--- src/dnia_pkg.sv ---
// ----------------------------------------------------------------------------
// dnia_pkg - shared types and constants for the node-ID allocation client
// Transfer structs, configuration register codes and fixed sizes.
// ----------------------------------------------------------------------------
`default_nettype none

package dnia_pkg;

  // Unique ID size and the widest request chunk, in bytes
  localparam int unsigned UID_LEN   = 16;
  localparam int unsigned MAX_CHUNK = 6;

  // Default timing and chunk parameters
  localparam int unsigned MIN_REQUEST_PERIOD_DEF = 600;
  localparam int unsigned FOLLOWUP_DELAY_DEF     = 400;
  localparam int unsigned CHUNK_BYTES_DEF        = 6;

  localparam logic [6:0] PREFERRED_RESET = 7'd69;

  // Configuration port
  localparam int unsigned CFG_IDX_W  = 3;
  localparam int unsigned CFG_DATA_W = 64;

  localparam logic [CFG_IDX_W-1:0] CFG_UID_LOW   = 3'd0;
  localparam logic [CFG_IDX_W-1:0] CFG_UID_HIGH  = 3'd1;
  localparam logic [CFG_IDX_W-1:0] CFG_PREFERRED = 3'd2;
  localparam logic [CFG_IDX_W-1:0] CFG_STATIC    = 3'd3;

  // Input item
  typedef struct packed {
    logic        mode;
    logic [31:0] now_ms;
    logic [6:0]  source_node;
    logic [4:0]  echo_len;
    logic [63:0] echo_low;
    logic [63:0] echo_high;
    logic [6:0]  granted_id;
  } in_item_t;

  // Result item
  typedef struct packed {
    logic        send_request;
    logic [7:0]  request_head;
    logic [47:0] uid_chunk;
    logic [2:0]  chunk_len;
    logic        allocated;
    logic [6:0]  node_id;
  } out_item_t;

  // Configuration registers as seen by the step logic
  typedef struct packed {
    logic [63:0] uid_low;
    logic [63:0] uid_high;
    logic [6:0]  preferred_id;
    logic [6:0]  static_id;
  } cfg_t;

  // Allocation state
  typedef struct packed {
    logic        have_id;
    logic [6:0]  local_id;
    logic [4:0]  uid_offset;
    logic [31:0] next_request_at;
  } alloc_state_t;

endpackage

`default_nettype wire

--- src/dnia_step.sv ---
// ----------------------------------------------------------------------------
// dnia_step - one allocation step
// Combinational next state and result for one tick or allocation message.
// ----------------------------------------------------------------------------
`default_nettype none

module dnia_step #(
  parameter int unsigned MIN_REQUEST_PERIOD = dnia_pkg::MIN_REQUEST_PERIOD_DEF,
  parameter int unsigned FOLLOWUP_DELAY     = dnia_pkg::FOLLOWUP_DELAY_DEF,
  parameter int unsigned CHUNK_BYTES        = dnia_pkg::CHUNK_BYTES_DEF
) (
  input  wire dnia_pkg::cfg_t         cfg,
  input  wire dnia_pkg::alloc_state_t state_i,
  input  wire dnia_pkg::in_item_t     item,
  output dnia_pkg::alloc_state_t      state_o,
  output dnia_pkg::out_item_t         result
);
  import dnia_pkg::*;

  localparam int unsigned CHUNK_LIM = (CHUNK_BYTES > MAX_CHUNK) ? MAX_CHUNK : CHUNK_BYTES;
  localparam logic [31:0] PUSH_OUT  = 32'(MIN_REQUEST_PERIOD + FOLLOWUP_DELAY);
  localparam logic [31:0] PULL_IN   = 32'(MIN_REQUEST_PERIOD);

  logic [127:0] uid_all;
  logic [127:0] echo_all;
  logic [7:0]   uid_byte [UID_LEN];
  logic         is_static;
  logic         alloc_in;
  logic [31:0]  push_out;
  logic [3:0]   off;
  logic [4:0]   left;
  logic [2:0]   clen;
  logic [3:0]   idx;
  logic [47:0]  chunk;
  logic         match;
  logic         have_nxt;

  assign uid_all  = {cfg.uid_high, cfg.uid_low};
  assign echo_all = {item.echo_high, item.echo_low};

  assign is_static = (cfg.static_id != '0);
  assign alloc_in  = is_static || state_i.have_id;
  assign push_out  = item.now_ms + PUSH_OUT;

  // Request chunk: bytes from the current offset, unused bytes zero
  assign off  = state_i.uid_offset[3:0];
  assign left = 5'(UID_LEN) - {1'b0, off};
  assign clen = (left > 5'(CHUNK_LIM)) ? 3'(CHUNK_LIM) : left[2:0];

  always_comb begin
    chunk = '0;
    idx   = '0;
    for (int k = 0; k < UID_LEN; k++) begin
      uid_byte[k] = uid_all[k*8 +: 8];
    end
    for (int i = 0; i < MAX_CHUNK; i++) begin
      idx = off + 4'(i);
      if (3'(i) < clen) begin
        chunk[i*8 +: 8] = uid_byte[idx];
      end
    end
  end

  // Echo compare over the first echo_len bytes; oversize length fails
  always_comb begin
    match = (item.echo_len <= 5'(UID_LEN));
    for (int k = 0; k < UID_LEN; k++) begin
      if ((5'(k) < item.echo_len) && (echo_all[k*8 +: 8] != uid_all[k*8 +: 8])) begin
        match = 1'b0;
      end
    end
  end

  // State update and result
  always_comb begin
    state_o = state_i;
    result  = '0;
    if (!alloc_in) begin
      if (!item.mode) begin
        if (item.now_ms >= state_i.next_request_at) begin
          state_o.next_request_at = push_out;
          state_o.uid_offset      = '0;
          result.send_request     = 1'b1;
          result.request_head     = {cfg.preferred_id, (off == '0)};
          result.uid_chunk        = chunk;
          result.chunk_len        = clen;
        end
      end else begin
        state_o.next_request_at = push_out;
        if (item.source_node == '0) begin
          state_o.uid_offset = '0;
        end else if (!match) begin
          state_o.uid_offset = '0;
        end else if (item.echo_len < 5'(UID_LEN)) begin
          state_o.uid_offset      = item.echo_len;
          state_o.next_request_at = push_out - PULL_IN;
        end else if (item.granted_id != '0) begin
          state_o.local_id = item.granted_id;
          state_o.have_id  = 1'b1;
        end
      end
    end
    have_nxt         = state_o.have_id;
    result.allocated = is_static || have_nxt;
    result.node_id   = is_static ? cfg.static_id : (have_nxt ? state_o.local_id : 7'd0);
  end

endmodule

`default_nettype wire

--- src/dynamic_node_id_allocatee_core.sv ---
// ----------------------------------------------------------------------------
// dynamic_node_id_allocatee_core - dynamic node-ID allocation client
// Input register, combinational allocation step, output register.
// ----------------------------------------------------------------------------
// An accepted item is held in the input register and is stepped into the
// output register once that register is free or draining.
// Throughput: one item per cycle while the receiver accepts results; the step
// logic between the input and output registers updates the allocation state.
// Reset (rst_n low, synchronous): pipeline empty, state cleared, config
// registers to their defaults (preferred ID 69).
`default_nettype none

module dynamic_node_id_allocatee_core #(
  parameter int unsigned MIN_REQUEST_PERIOD = dnia_pkg::MIN_REQUEST_PERIOD_DEF,
  parameter int unsigned FOLLOWUP_DELAY     = dnia_pkg::FOLLOWUP_DELAY_DEF,
  parameter int unsigned CHUNK_BYTES        = dnia_pkg::CHUNK_BYTES_DEF
) (
  input  wire                                 clk,
  input  wire                                 rst_n,
  input  wire                                 in_valid,
  output logic                                in_ready,
  input  wire  dnia_pkg::in_item_t            in_data,
  output logic                                out_valid,
  input  wire                                 out_ready,
  output dnia_pkg::out_item_t                 out_data,
  input  wire                                 cfg_wr_en,
  input  wire  [dnia_pkg::CFG_IDX_W-1:0]      cfg_index,
  input  wire  [dnia_pkg::CFG_DATA_W-1:0]     cfg_wdata
);
  import dnia_pkg::*;

  cfg_t         cfg_r;
  alloc_state_t state_r;
  alloc_state_t state_nxt;
  in_item_t     in_r;
  logic         in_v_r;
  out_item_t    out_r;
  out_item_t    out_nxt;
  logic         out_v_r;
  logic         advance;

  // Step the held item when the output register is free or draining
  assign advance   = in_v_r && (!out_v_r || out_ready);
  assign in_ready  = !in_v_r || advance;
  assign out_valid = out_v_r;
  assign out_data  = out_r;

  dnia_step #(
    .MIN_REQUEST_PERIOD (MIN_REQUEST_PERIOD),
    .FOLLOWUP_DELAY     (FOLLOWUP_DELAY),
    .CHUNK_BYTES        (CHUNK_BYTES)
  ) u_step (
    .cfg     (cfg_r),
    .state_i (state_r),
    .item    (in_r),
    .state_o (state_nxt),
    .result  (out_nxt)
  );

  // Configuration registers
  always_ff @(posedge clk) begin
    if (!rst_n) begin
      cfg_r.uid_low      <= '0;
      cfg_r.uid_high     <= '0;
      cfg_r.preferred_id <= PREFERRED_RESET;
      cfg_r.static_id    <= '0;
    end else if (cfg_wr_en) begin
      case (cfg_index)
        CFG_UID_LOW:   cfg_r.uid_low      <= cfg_wdata;
        CFG_UID_HIGH:  cfg_r.uid_high     <= cfg_wdata;
        CFG_PREFERRED: cfg_r.preferred_id <= cfg_wdata[6:0];
        CFG_STATIC:    cfg_r.static_id    <= cfg_wdata[6:0];
        default: ;
      endcase
    end
  end

  // Pipeline valids and allocation state
  always_ff @(posedge clk) begin
    if (!rst_n) begin
      in_v_r  <= 1'b0;
      out_v_r <= 1'b0;
      state_r <= '0;
    end else begin
      if (in_valid && in_ready) begin
        in_v_r <= 1'b1;
      end else if (advance) begin
        in_v_r <= 1'b0;
      end
      if (advance) begin
        out_v_r <= 1'b1;
        state_r <= state_nxt;
      end else if (out_ready) begin
        out_v_r <= 1'b0;
      end
    end
  end

  // Payload registers
  always_ff @(posedge clk) begin
    if (in_valid && in_ready) begin
      in_r <= in_data;
    end
    if (advance) begin
      out_r <= out_nxt;
    end
  end

endmodule

`default_nettype wire

--- config.mk ---
export PLATFORM = sky130hd
export DESIGN_NAME = dynamic_node_id_allocatee_core
export DESIGN_NICKNAME = d
export VERILOG_FILES = /design/src/dnia_pkg.sv /design/src/dnia_step.sv /design/src/dynamic_node_id_allocatee_core.sv
export SDC_FILE = /design/constraint.sdc
export NUM_CORES = 1
export LEC_CHECK = 0
export ABC_AREA = 1
export BUFFER_PORTS_ARGS = -buffer_cell sky130_fd_sc_hd__buf_2
export CAP_MARGIN = 25
export CORE_ASPECT_RATIO = 1.5
export CORE_MARGIN = 1.5
export CORE_UTILIZATION = 50
export CTS_BUF_LIST = sky130_fd_sc_hd__clkbuf_16
export DETAILED_ROUTE_END_ITERATION = 8
export PLACE_DENSITY = 0.74
export SYNTH_ARGS = -nofsm -noshare
export SYNTH_HDL_FRONTEND = slang
export SYNTH_SLANG_ARGS = --single-unit
--- constraint.sdc ---
create_clock -name clk -period 5.2 [get_ports clk]
set_input_delay 0.78 -clock clk [delete_from_list [all_inputs] [get_ports clk]]
set_output_delay 0.78 -clock clk [all_outputs]
set_load 0.01 [all_outputs]
==> metrics.md <==
| Metric | Value |
|---|---|
| Syn Nets | 3173 |
| PnR worst setup slack | around 1.1 ns |
| Antenna violations before repair | 9 |
| Syn. warnings | 0 |
| Detailed Route Iter0 Violations | 1740 |
| Status | completed |
| Vias | 20760 |
| Dpl hpwl | 61180 µm |
| Fin crit period | 4.128 ns |
| Drt drc | 0 |
| Gr usage total | 32.85% |
| DR WL/cell | 20.80 µm |
| Num rows | 96 |
| Hold Violations, Final | 0 |
| Detailed Route WL | 78440 µm |
| Drt pass-1 iters | 6 |
| Largest net degree at the start of global routing | 174 |
| Most frequent cell after synthesis | nand2_1 |
| Maximum VDD drop | about 0.00028 V |
| Skew-Pair Late Insertion Delay | 0.58 ns |
| Vias in the first global route | just under 20000 |
| Fraction of registers with async set/reset | 0% |
| Die height | roughly 270 µm |
| Cell taking the most area after synthesis | edfxtp_1 |
| H-tree depth | 2 |
| Mapped Area | 0.02302 mm² |
| Critical Path Fanout Max | 67 |
| Max-Cap Viols | 0 |
| Final setup viols | 0 |
| DP Cell Count | 3675 |
| Skew final | 0.01849 ns |
| Clock power frac | roughly two fifths |
| Sinks on Clock Net | 436 |
| Fmax | 0.2423 GHz |
| Top cells by area, synth | edfxtp_1, dfxtp_1, nand2_1 |
| Final period util | 79.38% |
| Hold path startpoint | in_data[146] |
| Final ANT Viol Nets | 0 |
| Pleak | 10.87 nW |
| TNS Setup | 0 ns |
| Req. time, crit path | 5.49 ns |
| Total Die Area | about 0.047 mm² |
| NumNets Final | 3431 |
| RSZ-0062 raised after global routing | false |
| Sw power | between 0.002 and 0.0025 W |
| Pwr Density | 301.2 mW/mm² |
| Post-synth top flop | edfxtp_1 |
| Comb pwr share | 10.4% |
| Sequential area share after synthesis | between 40% and 50% |
| Number of buffers created by CTS | 46 |
| Synth Instances | 2879 |
| CTS tree | yes |
| Slew Viols, Final | 0 |
| Pwr Total | 0.008023 W |
| Vias per cell | 5.503 |
| Post-CTS sizing | 0 |
| Critical Path End Type | flip-flop |
| First-pass GRT wire length | 115200 µm |
| Remaining Overflow, GRT | 0 |
| Slew margin rel. | 27.25% |
| Setup crit start kind | flip-flop |
| Distinct cells, synth | 49 |
| Power share of the sequential group | 49.1% |
| Synth Area per Inst | 7.996 µm² |
| Switching Fraction | a little over a quarter |
| Reg-to-Reg Start | state_r[32]$_SDFFE_PN0P_ |
| Internal power | 0.005926 W |
| Multi-input logic area | 0.01019 mm² |
| Seq. cell area | around 0.011 mm² |
| Final Wtd Congestion | between 0.9 and 1 |
| # IOs | 322 |
| #FFs+latches synth | 436 |
| Most common library cells after synthesis | nand2_1, o21ai_0, inv_1 |
| Worst slack, placed | between 1 and 1.5 ns |
| Worst hold-check path type | in -> reg |
| Clk slew on worst S/H paths | 0.06 ns |
| Non-filler cells, final | 3772 |
| Port bufs | 321 |
| Number of buffers added for setup after CTS | 0 |
| Die extent in x | 178.2 µm |
| Post-DP Area | approximately 0.025 mm² |
| WS Path Type | reg -> reg |
| Number of enable flip-flop cells after synthesis | 248 |
| Root Buffer | clkbuf_16 |
| CP Launch Point | state_r[32]$_SDFFE_PN0P_ |
| Filler Cell Count | approximately 4100 |
| Synth top area share | about a third |
| Share of cells above drive strength 1 | 14.87% |
| Post-CTS Hold Fix Bufs | 0 |
| Core area | 0.04564 mm² |
| Max clock buf depth | 3 |
| Initial core utilization | between 50% and 60% |
| Final instance area | 0.02664 mm² |
| Area grow syn2layout | 15.71% |
| Actual slew at the worst max-slew pin | 1.080 ns |
| WP data arrival | 4.42 ns |
-- path summary, 6_finish.rpt --
kind                           endpoint  slack (ns)  cells past startpoint
min reg2reg       cfg_r[8]$_SDFFE_PN0P_        0.46                      2
max          out_data[16]$_SDFFCE_PP0P_        1.07                      9
max reg2reg  out_data[16]$_SDFFCE_PP0P_        1.07                      9
min                 in_r[146]$_DFFE_PP_        0.37                      1
-- through the flow --
step / hold slack [ns] / utilization [%]
after floorplan: 0.4300 / -
after global placement: 0.4439 / 54.90
after CTS: 0.3587 / 58.18
final: 0.3734 / 58.36
after global routing: 0.3664 / 58.35
after detailed placement: 0.4525 / 54.94
-- layout make-up --
cell class / count / area share, %
flip-flops and latches: 436 / 42.11
multi-input cells: 2006 / 38.24
clock inverters: 35 / 0.8643
repair buffers: 345 / 6.961
clock buffers: 50 / 4.697
inverters: 302 / 4.274
diodes: 10 / 0.09395
well taps: 588 / 2.762
-- state kept, by name, summed over array words and instances, names as in the netlist --
signal     cells
cfg_r        142
in_r         180
out_data      68
in_v_r         1
out_valid      1
state_r       44
-- cell families (layout without fill, tap and decap cells) --
logic type                 Yosys count  in the layout  share of synthesized area [%]
DFF                                436            436                          48.70
xor gates and xnor gates           121            121                          4.701
and+or+nand+nor                   1050           1050                          18.65
other                                0             10                              0
muxes                               23             23                          1.000
adders and majority gates           42             42                          2.283
AOI/OAI and AO/OA                  770            770                          17.47
buffers and inverters              437            732                          7.196
-- power by group through the flow --
| stage | sequential [W] | combinational (W) | clock [W] |
|---|---|---|---|
| floorplan | 0.00400 | 0.000478 | 0 |
| global placement | 0.00401 | 0.000803 | 0 |
| detailed placement | 0.00402 | 0.000820 | 0 |
| CTS | 0.00394 | 0.000826 | 0.00327 |
| global route | 0.00396 | 0.000925 | 0.00339 |
| finish | 0.00394 | 0.000837 | 0.00324 |
-- per-layer routing --
metal	part of all wire, %	vias up	GRT usage (%)
met5	0	-	0
met4	7.3	0	21.69
met3	5.4	200	3.239
met2	51	833	58.57
met1	37	9616	36.85
li1	-	10110	-
-- worst max-delay path, stage by stage, from the launching register on --
cell	delay (ns)
dfxtp_4	0.78
clkinv_1	0.49
ha_1	0.36
or2_2	0.29
nand2_1	0.40
inv_1	0.40
nor2_1	0.32
a21oi_1	0.13
nor2_1	0.54
nor2_1	0.10
-- layout by cell type (no fill, tap or decap), drive strengths merged, types with 16 or more instances in the layout --
| cell type | netlist | layout |
|---|---|---|
| buf | 20 | 345 |
| edfxtp | 248 | 248 |
| mux2i | 23 | 23 |
| clkinv | 6 | 26 |
| dfxtp | 188 | 188 |
| nand3 | 78 | 78 |
| ha | 42 | 42 |
| nand4 | 23 | 23 |
| xnor2 | 93 | 93 |
| a32oi | 16 | 16 |
| xor2 | 28 | 28 |
| a21oi | 255 | 255 |
| clkbuf | 115 | 50 |
| nand2 | 633 | 633 |
| o21ai | 463 | 463 |
| nor2 | 289 | 289 |
| inv | 296 | 310 |
Power figures use the tool's default switching activity.
